## src/hdl/gtr_pkg.sv

```systemverilog
// Package for the gravity tilt rotation block: widths, lane and step types.
// No dependencies; used by every module in hdl/.
package gtr_pkg;

  localparam int IN_W   = 16;              // input component width
  localparam int FRAC   = 14;              // fraction bits of Q1.FRAC outputs
  localparam int OUT_W  = FRAC + 2;        // output entry width
  localparam int SQ_W   = 2 * IN_W;        // width of a square or sum of squares
  localparam int SHIFT  = 2 * FRAC + 2;    // numerator scale for the root search
  localparam int R_W    = SQ_W + SHIFT;    // remainder width
  localparam int F_W    = FRAC + 2;        // root result, 2^(FRAC+1) scale
  localparam int B_W    = SQ_W + F_W;      // running root times denominator
  localparam int T_W    = SQ_W + 2 * FRAC + 4; // trial subtrahend width
  localparam int NSTEP  = F_W;             // one root bit per stage
  localparam int STEP_W = $clog2(NSTEP);
  localparam int NLANE  = 6;

  // root lanes
  localparam int L_CP  = 0;  // sqrt(yz/s)
  localparam int L_XS  = 1;  // |x|/|g|
  localparam int L_YYZ = 2;  // |y|/sqrt(yz)
  localparam int L_ZYZ = 3;  // |z|/sqrt(yz)
  localparam int L_YS  = 4;  // |y|/|g|
  localparam int L_ZS  = 5;  // |z|/|g|

  typedef struct packed {
    logic [R_W-1:0]  rem;
    logic [B_W-1:0]  bacc;
    logic [SQ_W-1:0] den;
    logic [F_W-1:0]  f;
  } lane_t;

  typedef lane_t [NLANE-1:0] lanes_t;

  typedef struct packed {
    logic x_neg;
    logic y_neg;
    logic z_neg;
    logic zero;
    logic yz_zero;
  } meta_t;

endpackage

```

## src/hdl/gtr_prep.sv

```systemverilog
// Front end: absolute values, squares, sums of squares, root lane setup.
// Depends on gtr_pkg. Two register stages.
module gtr_prep (
  input  logic                       clk,
  input  logic                       rst,
  input  logic                       en,
  input  logic                       in_valid,
  input  logic signed [gtr_pkg::IN_W-1:0] grav_x,
  input  logic signed [gtr_pkg::IN_W-1:0] grav_y,
  input  logic signed [gtr_pkg::IN_W-1:0] grav_z,
  output logic                       valid,
  output gtr_pkg::meta_t             meta,
  output gtr_pkg::lanes_t            lanes
);

  logic [gtr_pkg::IN_W-1:0] ax, ay, az;
  logic                     v1;
  logic [gtr_pkg::SQ_W-1:0] sqx, sqy, sqz;
  logic                     xn, yn, zn;
  logic [gtr_pkg::SQ_W-1:0] yz, s;
  gtr_pkg::lanes_t          lanes_next;
  gtr_pkg::meta_t           meta_next;

  // magnitudes; the most negative value maps to 2^(IN_W-1) unsigned
  assign ax = grav_x[gtr_pkg::IN_W-1] ? gtr_pkg::IN_W'(-grav_x) : gtr_pkg::IN_W'(grav_x);
  assign ay = grav_y[gtr_pkg::IN_W-1] ? gtr_pkg::IN_W'(-grav_y) : gtr_pkg::IN_W'(grav_y);
  assign az = grav_z[gtr_pkg::IN_W-1] ? gtr_pkg::IN_W'(-grav_z) : gtr_pkg::IN_W'(grav_z);

  // stage 1: squares
  always_ff @(posedge clk) begin
    if (rst) begin
      v1 <= 1'b0;
    end else if (en) begin
      v1 <= in_valid;
    end
    if (en) begin
      sqx <= gtr_pkg::SQ_W'(ax) * gtr_pkg::SQ_W'(ax);
      sqy <= gtr_pkg::SQ_W'(ay) * gtr_pkg::SQ_W'(ay);
      sqz <= gtr_pkg::SQ_W'(az) * gtr_pkg::SQ_W'(az);
      xn  <= grav_x[gtr_pkg::IN_W-1];
      yn  <= grav_y[gtr_pkg::IN_W-1];
      zn  <= grav_z[gtr_pkg::IN_W-1];
    end
  end

  // sums and lane setup
  assign yz = sqy + sqz;
  assign s  = yz + sqx;

  function automatic gtr_pkg::lane_t lane_init(input logic [gtr_pkg::SQ_W-1:0] num,
                                               input logic [gtr_pkg::SQ_W-1:0] den);
    gtr_pkg::lane_t l;
    l.rem  = {num, {gtr_pkg::SHIFT{1'b0}}};
    l.bacc = '0;
    l.den  = den;
    l.f    = '0;
    return l;
  endfunction

  always_comb begin
    lanes_next[gtr_pkg::L_CP]  = lane_init(yz, s);
    lanes_next[gtr_pkg::L_XS]  = lane_init(sqx, s);
    lanes_next[gtr_pkg::L_YYZ] = lane_init(sqy, yz);
    lanes_next[gtr_pkg::L_ZYZ] = lane_init(sqz, yz);
    lanes_next[gtr_pkg::L_YS]  = lane_init(sqy, s);
    lanes_next[gtr_pkg::L_ZS]  = lane_init(sqz, s);
    meta_next.x_neg   = xn;
    meta_next.y_neg   = yn;
    meta_next.z_neg   = zn;
    meta_next.zero    = (s == '0);
    meta_next.yz_zero = (yz == '0);
  end

  // stage 2
  always_ff @(posedge clk) begin
    if (rst) begin
      valid <= 1'b0;
    end else if (en) begin
      valid <= v1;
    end
    if (en) begin
      lanes <= lanes_next;
      meta  <= meta_next;
    end
  end

endmodule

```

## config.mk

```make
export PLATFORM = sky130hd
export DESIGN_NAME = gtr_prep
export DESIGN_NICKNAME = d
export VERILOG_FILES = /design/src/hdl/gtr_pkg.sv /design/src/hdl/gtr_prep.sv
export SDC_FILE = /design/constraint.sdc
export NUM_CORES = 2
export LEC_CHECK = 0
export BUFFER_PORTS_ARGS = -buffer_cell sky130_fd_sc_hd__clkbuf_2
export CORE_AREA = 2 2 393 395
export CTS_CLUSTER_DIAMETER = 100
export DETAILED_ROUTE_END_ITERATION = 8
export DIE_AREA = 0 0 395 397
export PLACE_DENSITY = 0.43
export SETUP_SLACK_MARGIN = 0.15
export SLEW_MARGIN = 10
export SYNTH_ARGS = -nofsm -noshare
export SYNTH_HDL_FRONTEND = slang
export SYNTH_SLANG_ARGS = --single-unit
```

## constraint.sdc

```tcl
create_clock -name clk -period 12.6 [get_ports clk]
set_input_delay 1.26 -clock clk [delete_from_list [all_inputs] [get_ports clk]]
set_output_delay 1.26 -clock clk [all_outputs]
set_load 0.02 [all_outputs]
```

[After elaboration in Yosys (flattened, before gate mapping)]
Cells that the tools add are included.
Operators by class
  add/subtract/negate cells: 5
  $mul: 3
  div/mod/pow operators: 0
  order comparisons: 0
  equal/unequal tests: 0
  shift-type cells: 0
  multiplexer cells: 3
  bitwise logic cells: 0
  reduce and logical (&&, ||, !) cells: 2
Operator list (count)
  $mul A16 B16 Y32: 3
  $add A32 B32 Y32: 2
  $logic_not A32 Y1: 2
  $mux W16: 3
  $neg A16 Y16: 3
Storage, ports and cells
  register bits after elaboration: 266
  latch bits: 0
  bits in writable memories: 0
  memory bits (read-only): 0
  input bits: 52
  output and inout port bits: 954
  word-level logic and storage cells: 31
  memories: 0

[Longest topological paths before layout]
  word-level depth: 3
  gate-level depth with buffers: 34
  mapped depth without buffers: 33

[Worst setup path after synthesis]
OpenSTA, ideal clock, no wires.
  path type: input-to-reg
  from: in grav_y[0] (netlist bit)
  to: reg sqy[31] (netlist bit) (data pin)
  library setup time: 0.260 ns
  arrival time: 8.875 ns
  required time: 12.340 ns
  slack: 3.465 ns
  cell stages on the path: 30
  path buffers: 1
  path through: inv_1 clkbuf_1 ha_1 nor2b_1 nand2_1 o41ai_1 xor2_1 clkinv_1 nand2_1 inv_1 fa_1 inv_1 fa_1 inv_1 fa_1 fa_1 fa_1 inv_1 fa_1 inv_1 ha_1 and2_1 a221o_1 a221oi_1 o21bai_1 a41o_1 o41ai_1 o21ai_0 a21oi_1 xnor2_1
Between the ends
  word-level cells in the longest chain between the ends: 3
RTL lines
  start: declaration: line gtr_prep.sv:9  | input logic signed [gtr_pkg::IN_W-1:0] grav_y,
  $neg A16 Y16: line gtr_prep.sv:26  | assign ay = grav_y[gtr_pkg::IN_W-1] ? gtr_pkg::IN_W'(-grav_y) : gtr_pkg::IN_W'(grav_y);
  $mux W16 *: line gtr_prep.sv:26
  $mul A16 B16 Y32 *: line gtr_prep.sv:38  | sqy <= gtr_pkg::SQ_W'(ay) * gtr_pkg::SQ_W'(ay);
  end signal: assignment: line gtr_prep.sv:38
  end: declaration: line gtr_prep.sv:18  | logic [gtr_pkg::SQ_W-1:0] sqx, sqy, sqz;
Every way passes the cells marked *; elsewhere a longest branch is shown, timed or not.
A chain may end at the register's enable or synchronous reset.

[Worst setup path after layout]
Same ends and word-level chain as after synthesis.

==> flow_summary_export.csv <==
group,metric,value,unit
status,outcome,"finished clean",
global_routing,grt_max_degree,163,
synthesis,synth-edff-count,258,
worst_setup_path,criticalPathCategory,"input port to flip-flop",
floorplanning,die-area,156800,um2
worst_setup_path,worstPathMaxFanout,16,
detailed_routing,drt-total-wl,123.5,mm
synthesis,async_flop_share,0,
synthesis,ys_warn_count,0,
detailed_routing,first_pass_iters,5,
synthesis,synthCells,3933,
synthesis,synth.top_cell.area_share,0.2573,
clock_tree,postCtsSetupBuffers,0,
timing,finalSetupTns,0,ns
detailed_routing,wl_per_cell,19.59,um
final_layout,multi_input_area,23860,um2
worst_setup_path,slowest_delay,0.55,ns
synthesis,ys_seq_area_frac,0.2042,
synthesis,ys_ff_latch,260,
final_layout,fin_nets,5119,
timing,finalCritPeriodShare,0.7841,
worst_hold_path,hp-class,"flip-flop to flip-flop",
clock_tree,clk_latency,0.61,ns
worst_setup_path,cp_data_arrival_time,10.21,ns
clock_tree,cts_hold_buf,0,
place,io_buffers,436,
clock_tree,cts_made_buffers,41,
detailed_routing,viasPerCell,3.989,
final_layout,syn2layout_area_growth,7.143,%
global_routing,antenna_found_initial,19,
final_layout,nFillCells,16500,
timing,slew_headroom,0.1522,
final_layout,final_cell_mix,"691 x inv_1, 602 x conb_1, 490 x fa_1",
synthesis,synthFlopType,"edfxtp_1",
synthesis,syn_area_per_cell,9.695,um2
worst_setup_path,startpoint_type,"input port",
floorplanning,core,153000,um2
detailed_routing,initialDrtViolationCount,1222,
clock_tree,clk_pin_slew,0.06,ns
timing,final_hold_viol_count,0,
timing,skew,0.03809,ns
timing,setup-violations-final,0,
timing,report.final.slew_viol_count,0,
floorplanning,start_util,0.2493,
floorplanning,die_h,397,um
detailed_routing,postRouteAntennaNets,0,
floorplanning,ios,1006,
clock_tree,root_buffer,"clkbuf_16",
global_routing,grt_use_total,0.1557,
clock_tree,clk_path_buf_depth,3,
synthesis,synth_area_leader_cell,"fa_1",
synthesis,ys_types,78,
timing,tightestPinTransition,1.272,ns
timing,clock.fmax,0.1012,GHz
timing,fin_crit,9.880,ns
global_routing,grt_first_pass_wirelength,175.8,mm
clock_tree,cts.repair.resized,0,
detailed_routing,dr_total_vias,25140,
final_layout,regArea,7787,um2
final_layout,final_common_cell,"inv_1",
clock_tree,clkSinkCount,260,
flow_run,drv_cap,0,
worst_setup_path,required,12.93,ns
worst_setup_path,cpMaxStageDelayCell,"xor2_1",
timing,grt_setup_unrepaired,"no",
worst_setup_path,cp-end-kind,"flip-flop",
clock_tree,tritoncts,"done",
detailed_routing,route.detailed.drc,0,
global_routing,grt_pass1_vias,25330,
final_layout,drive_gt1_frac,0.1347,
place,hpwl,107.3,mm
floorplanning,die_x,395,um
synthesis,syn_area,38130,um2
place,gp_congestion,0.8854,
floorplanning,rows,144,
synthesis,synth_area_leaders,"fa_1 26%, edfxtp_1 20%, buf_4 16%, ha_1 12%, inv_1 6.8%",
global_routing,grt_overflow_total,0,
clock_tree,h-tree-depth,2,
layer usage:
metal	part of all wire	track usage
met5	0.000089	0
met4	0.040	0.05759
met3	0.059	0.02978
met2	0.48	0.2566
met1	0.43	0.2021
cells in the mapped netlist (10+ instances only):
| library cell | count |
|---|---|
| edfxtp_1 | 258 |
| o21ai_0 | 68 |
| and3_1 | 11 |
| or3_1 | 14 |
| nand2b_1 | 22 |
| clkinv_1 | 17 |
| o21bai_1 | 17 |
| a21oi_1 | 123 |
| buf_4 | 791 |
| fa_1 | 490 |
| clkbuf_1 | 42 |
| o21a_1 | 29 |
| xnor2_1 | 128 |
| and2_1 | 20 |
| nand2_1 | 265 |
| a21o_1 | 54 |
| nor3_1 | 34 |
| nor2_1 | 250 |
| xor2_1 | 69 |
| ha_1 | 355 |
| a211oi_1 | 10 |
| a31oi_1 | 10 |
| nor2b_1 | 12 |
| inv_1 | 691 |
| nand3_1 | 24 |
cells by family (layout without fill, tap and decap cells):
group / after synthesis / in the layout / synth area share
multiplexers: 4 / 4 / 0.001050
AO/OA/AOI/OAI: 383 / 383 / 0.06444
flip-flops: 260 / 260 / 0.2042
XOR/XNOR: 197 / 197 / 0.04525
adder cells (fa/ha/maj): 845 / 845 / 0.3737
other: 2 / 607 / 0.0001969
AND/OR/NAND/NOR: 699 / 699 / 0.08115
buffers and inverters: 1543 / 1263 / 0.2300
state kept, by name, summed over array words and instances, names as in the netlist:
signal,count
sqz,31
valid,1
xn,1
zn,1
lanes,157
meta,5
v1,1
yn,1
sqy,31
sqx,31
final cells by class:
type	instances	share of cell area
clock inverters	29	0.009371
repair buffers	480	0.06205
flip-flops and latches	260	0.1906
inverters	709	0.06514
multi-input cells	2730	0.5839
diodes	5	0.0003063
clock buffers	45	0.02600
well taps	2044	0.06260
worst max-delay path, delay by kind of cell:
family,cells,cell delay (ns)
AND/OR/NAND/NOR,4,0.68
AO/OA/AOI/OAI,8,2.62
buffers and inverters,8,1.40
XOR/XNOR,2,0.63
adder cells (fa/ha/maj),8,3.61
worst paths after layout:
kind	startpoint	endpoint	slack, ns	cells past startpoint
max	grav_y[0]	sqy[31]	2.72	30
min reg2reg	yn	meta[3]	0.42	0
max reg2reg	sqy[3]	meta[1]	5.66	20
min	yn	meta[3]	0.42	0
through the flow:
step           worst slack [ns]  hold WS [ns]    util  cells  instance area [um2]
6_report                  2.720        0.4183  0.2671   6302                40860
2_1_floorplan             3.465        0.4003       -   4533                40380
3_5_place_dp              2.191        0.4084  0.2576   6223                39400
4_1_cts                   2.806        0.4221  0.2670   6297                40840
3_3_place_gp              2.422        0.4047  0.2576   6223                39400
5_1_grt                   2.022        0.4368  0.2670   6297                40840
Power is left out: the tool's default activity adds up to more than one toggle a clock period on the data nets, which glitch-free logic cannot reach.
