[src/hdl/gtr_pkg.sv]
// Package for the gravity tilt rotation block: widths, lane and step types.
// No dependencies; used by every module in hdl/.
package gtr_pkg;

  localparam int IN_W   = 16;              // input component width
  localparam int FRAC   = 14;              // fraction bits of Q1.FRAC outputs
  localparam int OUT_W  = FRAC + 2;        // output entry width
  localparam int SQ_W   = 2 * IN_W;        // width of a square or sum of squares
  localparam int SHIFT  = 2 * FRAC + 2;    // numerator scale for the root search
  localparam int R_W    = SQ_W + SHIFT;    // remainder width
  localparam int F_W    = FRAC + 2;        // root result, 2^(FRAC+1) scale
  localparam int B_W    = SQ_W + F_W;      // running root times denominator
  localparam int T_W    = SQ_W + 2 * FRAC + 4; // trial subtrahend width
  localparam int NSTEP  = F_W;             // one root bit per stage
  localparam int STEP_W = $clog2(NSTEP);
  localparam int NLANE  = 6;

  // root lanes
  localparam int L_CP  = 0;  // sqrt(yz/s)
  localparam int L_XS  = 1;  // |x|/|g|
  localparam int L_YYZ = 2;  // |y|/sqrt(yz)
  localparam int L_ZYZ = 3;  // |z|/sqrt(yz)
  localparam int L_YS  = 4;  // |y|/|g|
  localparam int L_ZS  = 5;  // |z|/|g|

  typedef struct packed {
    logic [R_W-1:0]  rem;
    logic [B_W-1:0]  bacc;
    logic [SQ_W-1:0] den;
    logic [F_W-1:0]  f;
  } lane_t;

  typedef lane_t [NLANE-1:0] lanes_t;

  typedef struct packed {
    logic x_neg;
    logic y_neg;
    logic z_neg;
    logic zero;
    logic yz_zero;
  } meta_t;

endpackage

[src/hdl/gtr_finish.sv]
// Back end: rounding, signs, special cases, the two products, output register.
// Depends on gtr_pkg. Two register stages.
module gtr_finish (
  input  logic                             clk,
  input  logic                             rst,
  input  logic                             en,
  input  logic                             valid_in,
  input  gtr_pkg::meta_t                   meta_in,
  input  gtr_pkg::lanes_t                  lanes_in,
  output logic                             valid,
  output logic signed [gtr_pkg::OUT_W-1:0] r00,
  output logic signed [gtr_pkg::OUT_W-1:0] r01,
  output logic signed [gtr_pkg::OUT_W-1:0] r02,
  output logic signed [gtr_pkg::OUT_W-1:0] r10,
  output logic signed [gtr_pkg::OUT_W-1:0] r11,
  output logic signed [gtr_pkg::OUT_W-1:0] r12,
  output logic signed [gtr_pkg::OUT_W-1:0] r20,
  output logic signed [gtr_pkg::OUT_W-1:0] r21,
  output logic signed [gtr_pkg::OUT_W-1:0] r22,
  output logic                             zero_vector
);

  localparam logic signed [gtr_pkg::OUT_W-1:0] ONE = gtr_pkg::OUT_W'(1) << gtr_pkg::FRAC;
  localparam logic [2*gtr_pkg::OUT_W-1:0] HALF =
    (2*gtr_pkg::OUT_W)'(1) << (gtr_pkg::FRAC - 1);

  logic [gtr_pkg::OUT_W-1:0] q [gtr_pkg::NLANE];
  logic signed [gtr_pkg::OUT_W-1:0] cp, sp, sr, cr, ys, zs;

  logic                              v1;
  gtr_pkg::meta_t                    m1;
  logic signed [gtr_pkg::OUT_W-1:0]  cp1, sp1, sr1, cr1, ys1, zs1;
  logic signed [2*gtr_pkg::OUT_W-1:0] p10, p20;

  // round to nearest: q = (f + 1) >> 1
  always_comb begin
    logic [gtr_pkg::F_W:0] sum;
    for (int i = 0; i < gtr_pkg::NLANE; i++) begin
      sum  = {1'b0, lanes_in[i].f} + 1'b1;
      q[i] = gtr_pkg::OUT_W'(sum[gtr_pkg::F_W:1]);
    end
  end

  // signed ratios, roll forced to zero when y and z are both zero
  always_comb begin
    cp = q[gtr_pkg::L_CP];
    sp = meta_in.x_neg ? q[gtr_pkg::L_XS] : -q[gtr_pkg::L_XS];
    sr = meta_in.y_neg ? -q[gtr_pkg::L_YYZ] : q[gtr_pkg::L_YYZ];
    cr = meta_in.z_neg ? -q[gtr_pkg::L_ZYZ] : q[gtr_pkg::L_ZYZ];
    ys = meta_in.y_neg ? -q[gtr_pkg::L_YS] : q[gtr_pkg::L_YS];
    zs = meta_in.z_neg ? -q[gtr_pkg::L_ZS] : q[gtr_pkg::L_ZS];
    if (meta_in.yz_zero) begin
      sr = '0;
      cr = ONE;
    end
  end

  // stage 1: products
  always_ff @(posedge clk) begin
    if (rst) begin
      v1 <= 1'b0;
    end else if (en) begin
      v1 <= valid_in;
    end
    if (en) begin
      m1  <= meta_in;
      cp1 <= cp;
      sp1 <= sp;
      sr1 <= sr;
      cr1 <= cr;
      ys1 <= ys;
      zs1 <= zs;
      p10 <= (2*gtr_pkg::OUT_W)'(sp) * (2*gtr_pkg::OUT_W)'(sr);
      p20 <= (2*gtr_pkg::OUT_W)'(sp) * (2*gtr_pkg::OUT_W)'(cr);
    end
  end

  // product rounding, magnitude based so ties go away from zero
  function automatic logic signed [gtr_pkg::OUT_W-1:0] qround(
    input logic signed [2*gtr_pkg::OUT_W-1:0] p);
    logic [2*gtr_pkg::OUT_W-1:0] mag;
    logic [2*gtr_pkg::OUT_W-1:0] rnd;
    mag = p[2*gtr_pkg::OUT_W-1] ? (2*gtr_pkg::OUT_W)'(-p) : (2*gtr_pkg::OUT_W)'(p);
    rnd = (mag + HALF) >> gtr_pkg::FRAC;
    return p[2*gtr_pkg::OUT_W-1] ? -gtr_pkg::OUT_W'(rnd) : gtr_pkg::OUT_W'(rnd);
  endfunction

  // stage 2: output register, identity on a zero vector
  always_ff @(posedge clk) begin
    if (rst) begin
      valid <= 1'b0;
    end else if (en) begin
      valid <= v1;
    end
    if (en) begin
      zero_vector <= m1.zero;
      r01 <= '0;
      if (m1.zero) begin
        r00 <= ONE; r02 <= '0;
        r10 <= '0;  r11 <= ONE; r12 <= '0;
        r20 <= '0;  r21 <= '0;  r22 <= ONE;
      end else begin
        r00 <= cp1;          r02 <= -sp1;
        r10 <= qround(p10);  r11 <= cr1;  r12 <= ys1;
        r20 <= qround(p20);  r21 <= -sr1; r22 <= zs1;
      end
    end
  end

endmodule
[config.mk]
export PLATFORM = sky130hd
export DESIGN_NAME = gtr_finish
export DESIGN_NICKNAME = d
export VERILOG_FILES = /design/src/hdl/gtr_pkg.sv /design/src/hdl/gtr_finish.sv
export SDC_FILE = /design/constraint.sdc
export NUM_CORES = 2
export LEC_CHECK = 0
export BUFFER_PORTS_ARGS = -buffer_cell sky130_fd_sc_hd__clkbuf_2
export CAP_MARGIN = 5
export CELL_PAD_IN_SITES_DETAIL_PLACEMENT = 0
export CELL_PAD_IN_SITES_GLOBAL_PLACEMENT = 1
export CORE_AREA = 2 2 430 432
export DETAILED_ROUTE_END_ITERATION = 12
export DIE_AREA = 0 0 432 434
export GPL_ROUTABILITY_DRIVEN = 0
export GPL_TIMING_DRIVEN = 0
export PLACE_DENSITY = 0.48
export REMOVE_ABC_BUFFERS = 1
export SLEW_MARGIN = 40
export SYNTH_ARGS = -nofsm -noshare
export SYNTH_HDL_FRONTEND = slang
export SYNTH_SLANG_ARGS = --single-unit
[constraint.sdc]
create_clock -name clk -period 9.47 [get_ports clk]
set_input_delay 0.947 -clock clk [delete_from_list [all_inputs] [get_ports clk]]
set_output_delay 0.947 -clock clk [all_outputs]
set_load 0.01 [all_outputs]
== Word level (Yosys, flattened, before mapping) ==
Index checks and enable logic that the tools add are counted.
Storage, ports and cells
  flip-flop bits (word level): 292
  output and inout port bits: 146
  word-level logic and storage cells: 52
Operators by class
  add/subtract/negate cells: 19
  multipliers: 2
  multiplexer cells: 11
Operators by type and width (count)
  $mux 16: 9
  $neg 16->16: 9
  $add 16x1->17 const B: 6
  $mul 16x16->32: 2
  $add 30x14->30 const B: 2
  $mux 30: 2
  $neg 30->30: 2

== Logic depth before layout (Yosys ltp) ==
  depth in word-level cells: 5
  depth in mapped cells: 36

== Least setup slack after synthesis ==
Ideal clock, no wire load.
  path kind: input to register
  start: input lanes_in[158] (netlist name)
  end: register p10[31] (netlist name) (data pin)
  library setup time: 0.260 ns
  arrival time: 8.978 ns
  required time: 9.210 ns
  slack: 0.232 ns
  stages: 34
  buffers on the path: 3
  path through: ha_1 -> clkbuf_1 -> clkinv_1 -> clkbuf_1 -> ha_1 -> nor2b_1 -> and3_1 -> a31oi_1 -> nor2_1 -> or2_2 -> xnor2_1 -> inv_1 -> clkbuf_1 -> nand2_1 -> fa_1 -> inv_1 -> fa_1 -> inv_1 -> fa_1 -> fa_1 -> fa_1 -> inv_1 -> fa_1 -> ha_1 -> a21o_1 -> a21o_1 -> a21oi_1 -> nor2b_1 -> a211o_1 -> a31o_2 -> a41o_1 -> a41o_1 -> o41a_1 -> xnor2_1
On the way
  longest elaborated chain between the ends: 4
Ends and longest elaborated chain
  start: declaration: RTL line gtr_finish.sv:9  | input gtr_pkg::lanes_t lanes_in,
  $add 16x1->17 *: RTL line gtr_finish.sv:39  | sum = {1'b0, lanes_in[i].f} + 1'b1;
  $neg 16->16: RTL line gtr_finish.sv:47  | sp = meta_in.x_neg ? q[gtr_pkg::L_XS] : -q[gtr_pkg::L_XS];
  $mux 16 *: RTL line gtr_finish.sv:47
  $mul 16x16->32 *: RTL line gtr_finish.sv:73  | p10 <= (2*gtr_pkg::OUT_W)'(sp) * (2*gtr_pkg::OUT_W)'(sr);
  end signal: assignment: RTL line gtr_finish.sv:73
  end: declaration: RTL line gtr_finish.sv:33  | logic signed [2*gtr_pkg::OUT_W-1:0] p10, p20;
Mark *: on every way between the ends. The rest lies on a longest branch, timed or not.
A chain may end at the register's enable or synchronous reset.

==> metrics.yaml <==
sta:
  final.setup_skew_ns: 0.0662
  setup_viol: 0
  final_hold_viol_count: 0
  worst_pin_slew_ns: 0.806
  period_minus_slack_ns: 9.13
  min_period_over_period_pct: 96.4
  max_slew_margin_pct: 46.2
  max_freq_ghz: 0.109
  slew_viol_final: 0
  rsz0062_at_grt: "no"
detailed_routing:
  drt_iter0_markers: 1377
  wl_met1_mm: 55.5
  routed.top_layer: "met5"
  wire_per_inst_um: 19.0
  vias: 27100
  drcViolationCount: 0
  dr_wl_met3_mm: 5.92
  ant_nets: 0
  firstDrtPassIters: 5
  wirelength_mm: 122
  via_per_inst: 4.19
  wl_met2_mm: 59.2
yosys:
  yosys-top-cells-area: "fa_1 (29%), edfxtp_1 (24%), inv_1 (7.2%), ha_1 (6.2%), xnor2_1 (4.6%)"
  synth_fa_ha_area_share_pct: 35.1
  synth_edf_count: 288
  synthFlopType: "edfxtp_1"
  syn_avg_cell_area_um2: 9.43
  yosys.area.top_type: "fa_1"
  syn_inst: 3854
  ys_seq_area_share_pct: 23.9
  synth_top_area_share_pct: 28.9
  synth-compound-area-share_pct: 6.64
  syn_area_um2: 36300
  synth-xor-area-share_pct: 7.84
  synth_top_family_by_area: "adder cells"
  async_flop_share_pct: 0
  ys_types: 96
  synth-seq-cells: 290
  yosys_warnings: 0
  synth-simple-area-share_pct: 16.7
  synth.area.mux_share_pct: 0.368
grt:
  overflow: 0
  grt_use_total_pct: 13.1
  grt_pass1_wl_mm: 184
  grt_max_degree: 69
  grt_pass1_vias: 28500
  grt_antenna_before_repair: 19
pwr:
  clock_power_share_pct: 9.4
  p_sw_mw: 8.09
  ir_drop_mv: 0.328
  p_int_mw: 8.13
  p_comb_share_pct: 75.1
  seq_power_share_pct: 15.6
  p_per_area_nw_per_um2: 377
  power_mw: 16.2
  swShare_pct: 49.9
  p_leak_nw: 18.6
cells_and_area:
  instances_no_fill: 6462
  drive_gt1_share_pct: 13.1
  syn_to_final_growth_pct: 18.4
  nets: 5703
  final.fill_count: 19800
  fin_area_um2: 43000
die:
  die_w_um: 432
  coreArea_um2: 182000
  dieArea_um2: 187000
  pin_count: 1103
  start_util_pct: 19.9
  die_h_um: 434
  rows: 157
placement:
  place_area_um2: 41000
  numPortBuffers: 234
  hpwlAfterDp_mm: 99.6
  dp.cells: 6355
cts:
  cts_tree: "yes"
  cts_sinks: 290
  numCtsBuffers: 40
  clk_pin_slew_worst_paths_ns: 0.06
  clk_latency_ns: 0.64
  clock-root-buffer: "clkbuf_16"
  ctsHtreeMaxLevel: 2
  clockBufferDepth: 3
  cts_hold_buf: 0
min_path:
  hold_class: "flip-flop to flip-flop"
setup_path:
  critPathMostFrequentCell: "fa_1"
  required_ns: 9.79
  crit_fanout: 14
  cp-start-kind: "input port"
  end_kind: "flip-flop"
  cp.arrival_ns: 9.46
  path_class: "input port to flip-flop"
  slowest_stage: "fa_1"
  slowest_delay_ns: 0.56
status:
  outcome: "finished, final reports clean"
run:
  drv_cap: 0
-- stage by stage --
| step | hold slack, ns | setup TNS, ns | setup slack, ns | util, % |
|---|---|---|---|---|
| detailed placement | 0.488 | -56.21 | -2.84 | 22.5 |
| finish | 0.468 | 0 | 0.337 | 23.6 |
| global route | 0.442 | 0 | 0.00493 | 23.6 |
| global placement | 0.475 | -193.03 | -5.86 | 21.8 |
| floorplan | 0.460 | -0.760 | -0.311 | - |
| CTS | 0.424 | 0 | 0.00826 | 23.4 |
-- worst max-delay path: cells and delay by family --
family,cells,cell delay [ns]
xor+xnor,2,0.38
buf+inv,9,1.07
fa+ha+maj,9,4.01
compound gates,7,1.54
simple gates,8,1.47
-- cell families after synthesis --
| family | count (synthesis) |
|---|---|
| compound gates | 348 |
| fa+ha+maj | 706 |
| mux | 13 |
| flops | 290 |
| xor+xnor | 322 |
| buf+inv | 892 |
| simple gates | 1282 |
| other cells | 1 |
-- cells in the final DEF (no fill, tap or decap), types with 13 or more instances in the layout --
master,instances
inv_1,686
xnor2_2,18
or2_2,13
ha_1,179
xnor2_1,169
o31ai_1,14
edfxtp_1,288
fa_1,522
buf_6,18
or3_1,17
nand2b_1,39
buf_8,17
a21o_1,22
nor2_4,18
clkinv_1,13
nand3_1,71
conb_1,16
o211ai_1,14
nor2b_1,86
a21oi_1,73
nor3_1,127
and3_1,35
nand2_1,415
xor2_4,13
o21ai_0,70
xor2_1,112
nor4_1,18
buf_4,33
clkbuf_2,230
nor2_1,324
clkbuf_16,40
or4_1,15
nand4_1,24
-- timing repair --
item | CTS | global route
endpoints found under the hold margin | 0 | 0
resized for setup | 47 | 37
setup buffers | 16 | 12
endpoints found under the setup margin | 32 | 9
pin swaps | 12 | 10
gates cloned | 1 | 0
-- Yosys cell counts, types with 7 or more instances --
| master | number |
|---|---|
| and3_1 | 36 |
| inv_1 | 699 |
| and2_1 | 13 |
| o41ai_1 | 7 |
| a21oi_1 | 75 |
| nor2b_1 | 87 |
| nor2_1 | 346 |
| a31o_2 | 7 |
| clkbuf_1 | 156 |
| nand2_1 | 415 |
| or3_1 | 17 |
| a31oi_1 | 13 |
| a211o_1 | 8 |
| nand2b_1 | 45 |
| nor3b_1 | 8 |
| a41oi_1 | 7 |
| o21a_1 | 10 |
| nor4_1 | 22 |
| clkinv_1 | 11 |
| nor3_1 | 129 |
| nand3_1 | 72 |
| and4_1 | 13 |
| xnor2_1 | 191 |
| or2_2 | 13 |
| a21o_1 | 23 |
| xor2_1 | 128 |
| fa_1 | 524 |
| ha_1 | 181 |
| o211ai_1 | 14 |
| o21ai_0 | 71 |
| mux2i_1 | 10 |
| nand4_1 | 24 |
| o32ai_1 | 8 |
| or4_1 | 16 |
| edfxtp_1 | 288 |
| o31ai_1 | 15 |
| buf_4 | 16 |
-- flip-flops by register name, summed over array words and instances (netlist names) --
name and flops:
r21 16, sp1 16, r00 16, r12 16, p10 31, r02 16
m1 1, p20 31, r10 16, sr1 16, cr1 16, v1 1
r20 16, valid 1, r11 16, zs1 16, r22 16, cp1 16
zero_vector 1, ys1 16
-- routing by layer --
metal	vias up	track usage [%]
met4	4	2.46
met2	511	22.3
met5	-	0
met1	13800	17.7
li1	12700	-
met3	88	1.97
-- power groups by stage --
stage / clock [mW] / sequential (mW) / combinational, mW
final: 1.52 / 2.52 / 12.2
after global placement: 0 / 2.62 / 11.9
after detailed placement: 0 / 2.55 / 12.0
after global routing: 1.63 / 2.56 / 13.9
after floorplan: 0 / 2.52 / 8.62
after CTS: 1.58 / 2.53 / 12.2
-- final cells by class --
cell class              count  area [um^2]  area share (%)
repair inverters            1         8.76          0.0204
repair buffers            310         2120            4.92
diodes                      5         12.5          0.0291
clock inverters            24          278           0.646
clock buffers              49         1030            2.41
flip-flops and latches    290         8690            20.2
inverters                 711         2760            6.42
well taps                2385         2980            6.94
multi-input cells        2687        25100            58.4
-- path summary, 6_finish.rpt --
check               startpoint                    end  slack, ns  depth (start not counted)
max              lanes_in[158]      p20[31]$_DFFE_PP_       0.34                         35
min           ys1[6]$_DFFE_PP_   r12[6]$_SDFFCE_PP0P_       0.47                          1
max reg2reg  p10[12]$_DFFE_PP_  r10[14]$_SDFFCE_PP0P_       4.40                         14
min reg2reg   ys1[6]$_DFFE_PP_   r12[6]$_SDFFCE_PP0P_       0.47                          1
No activity file was read; power rests on OpenSTA's default activity.
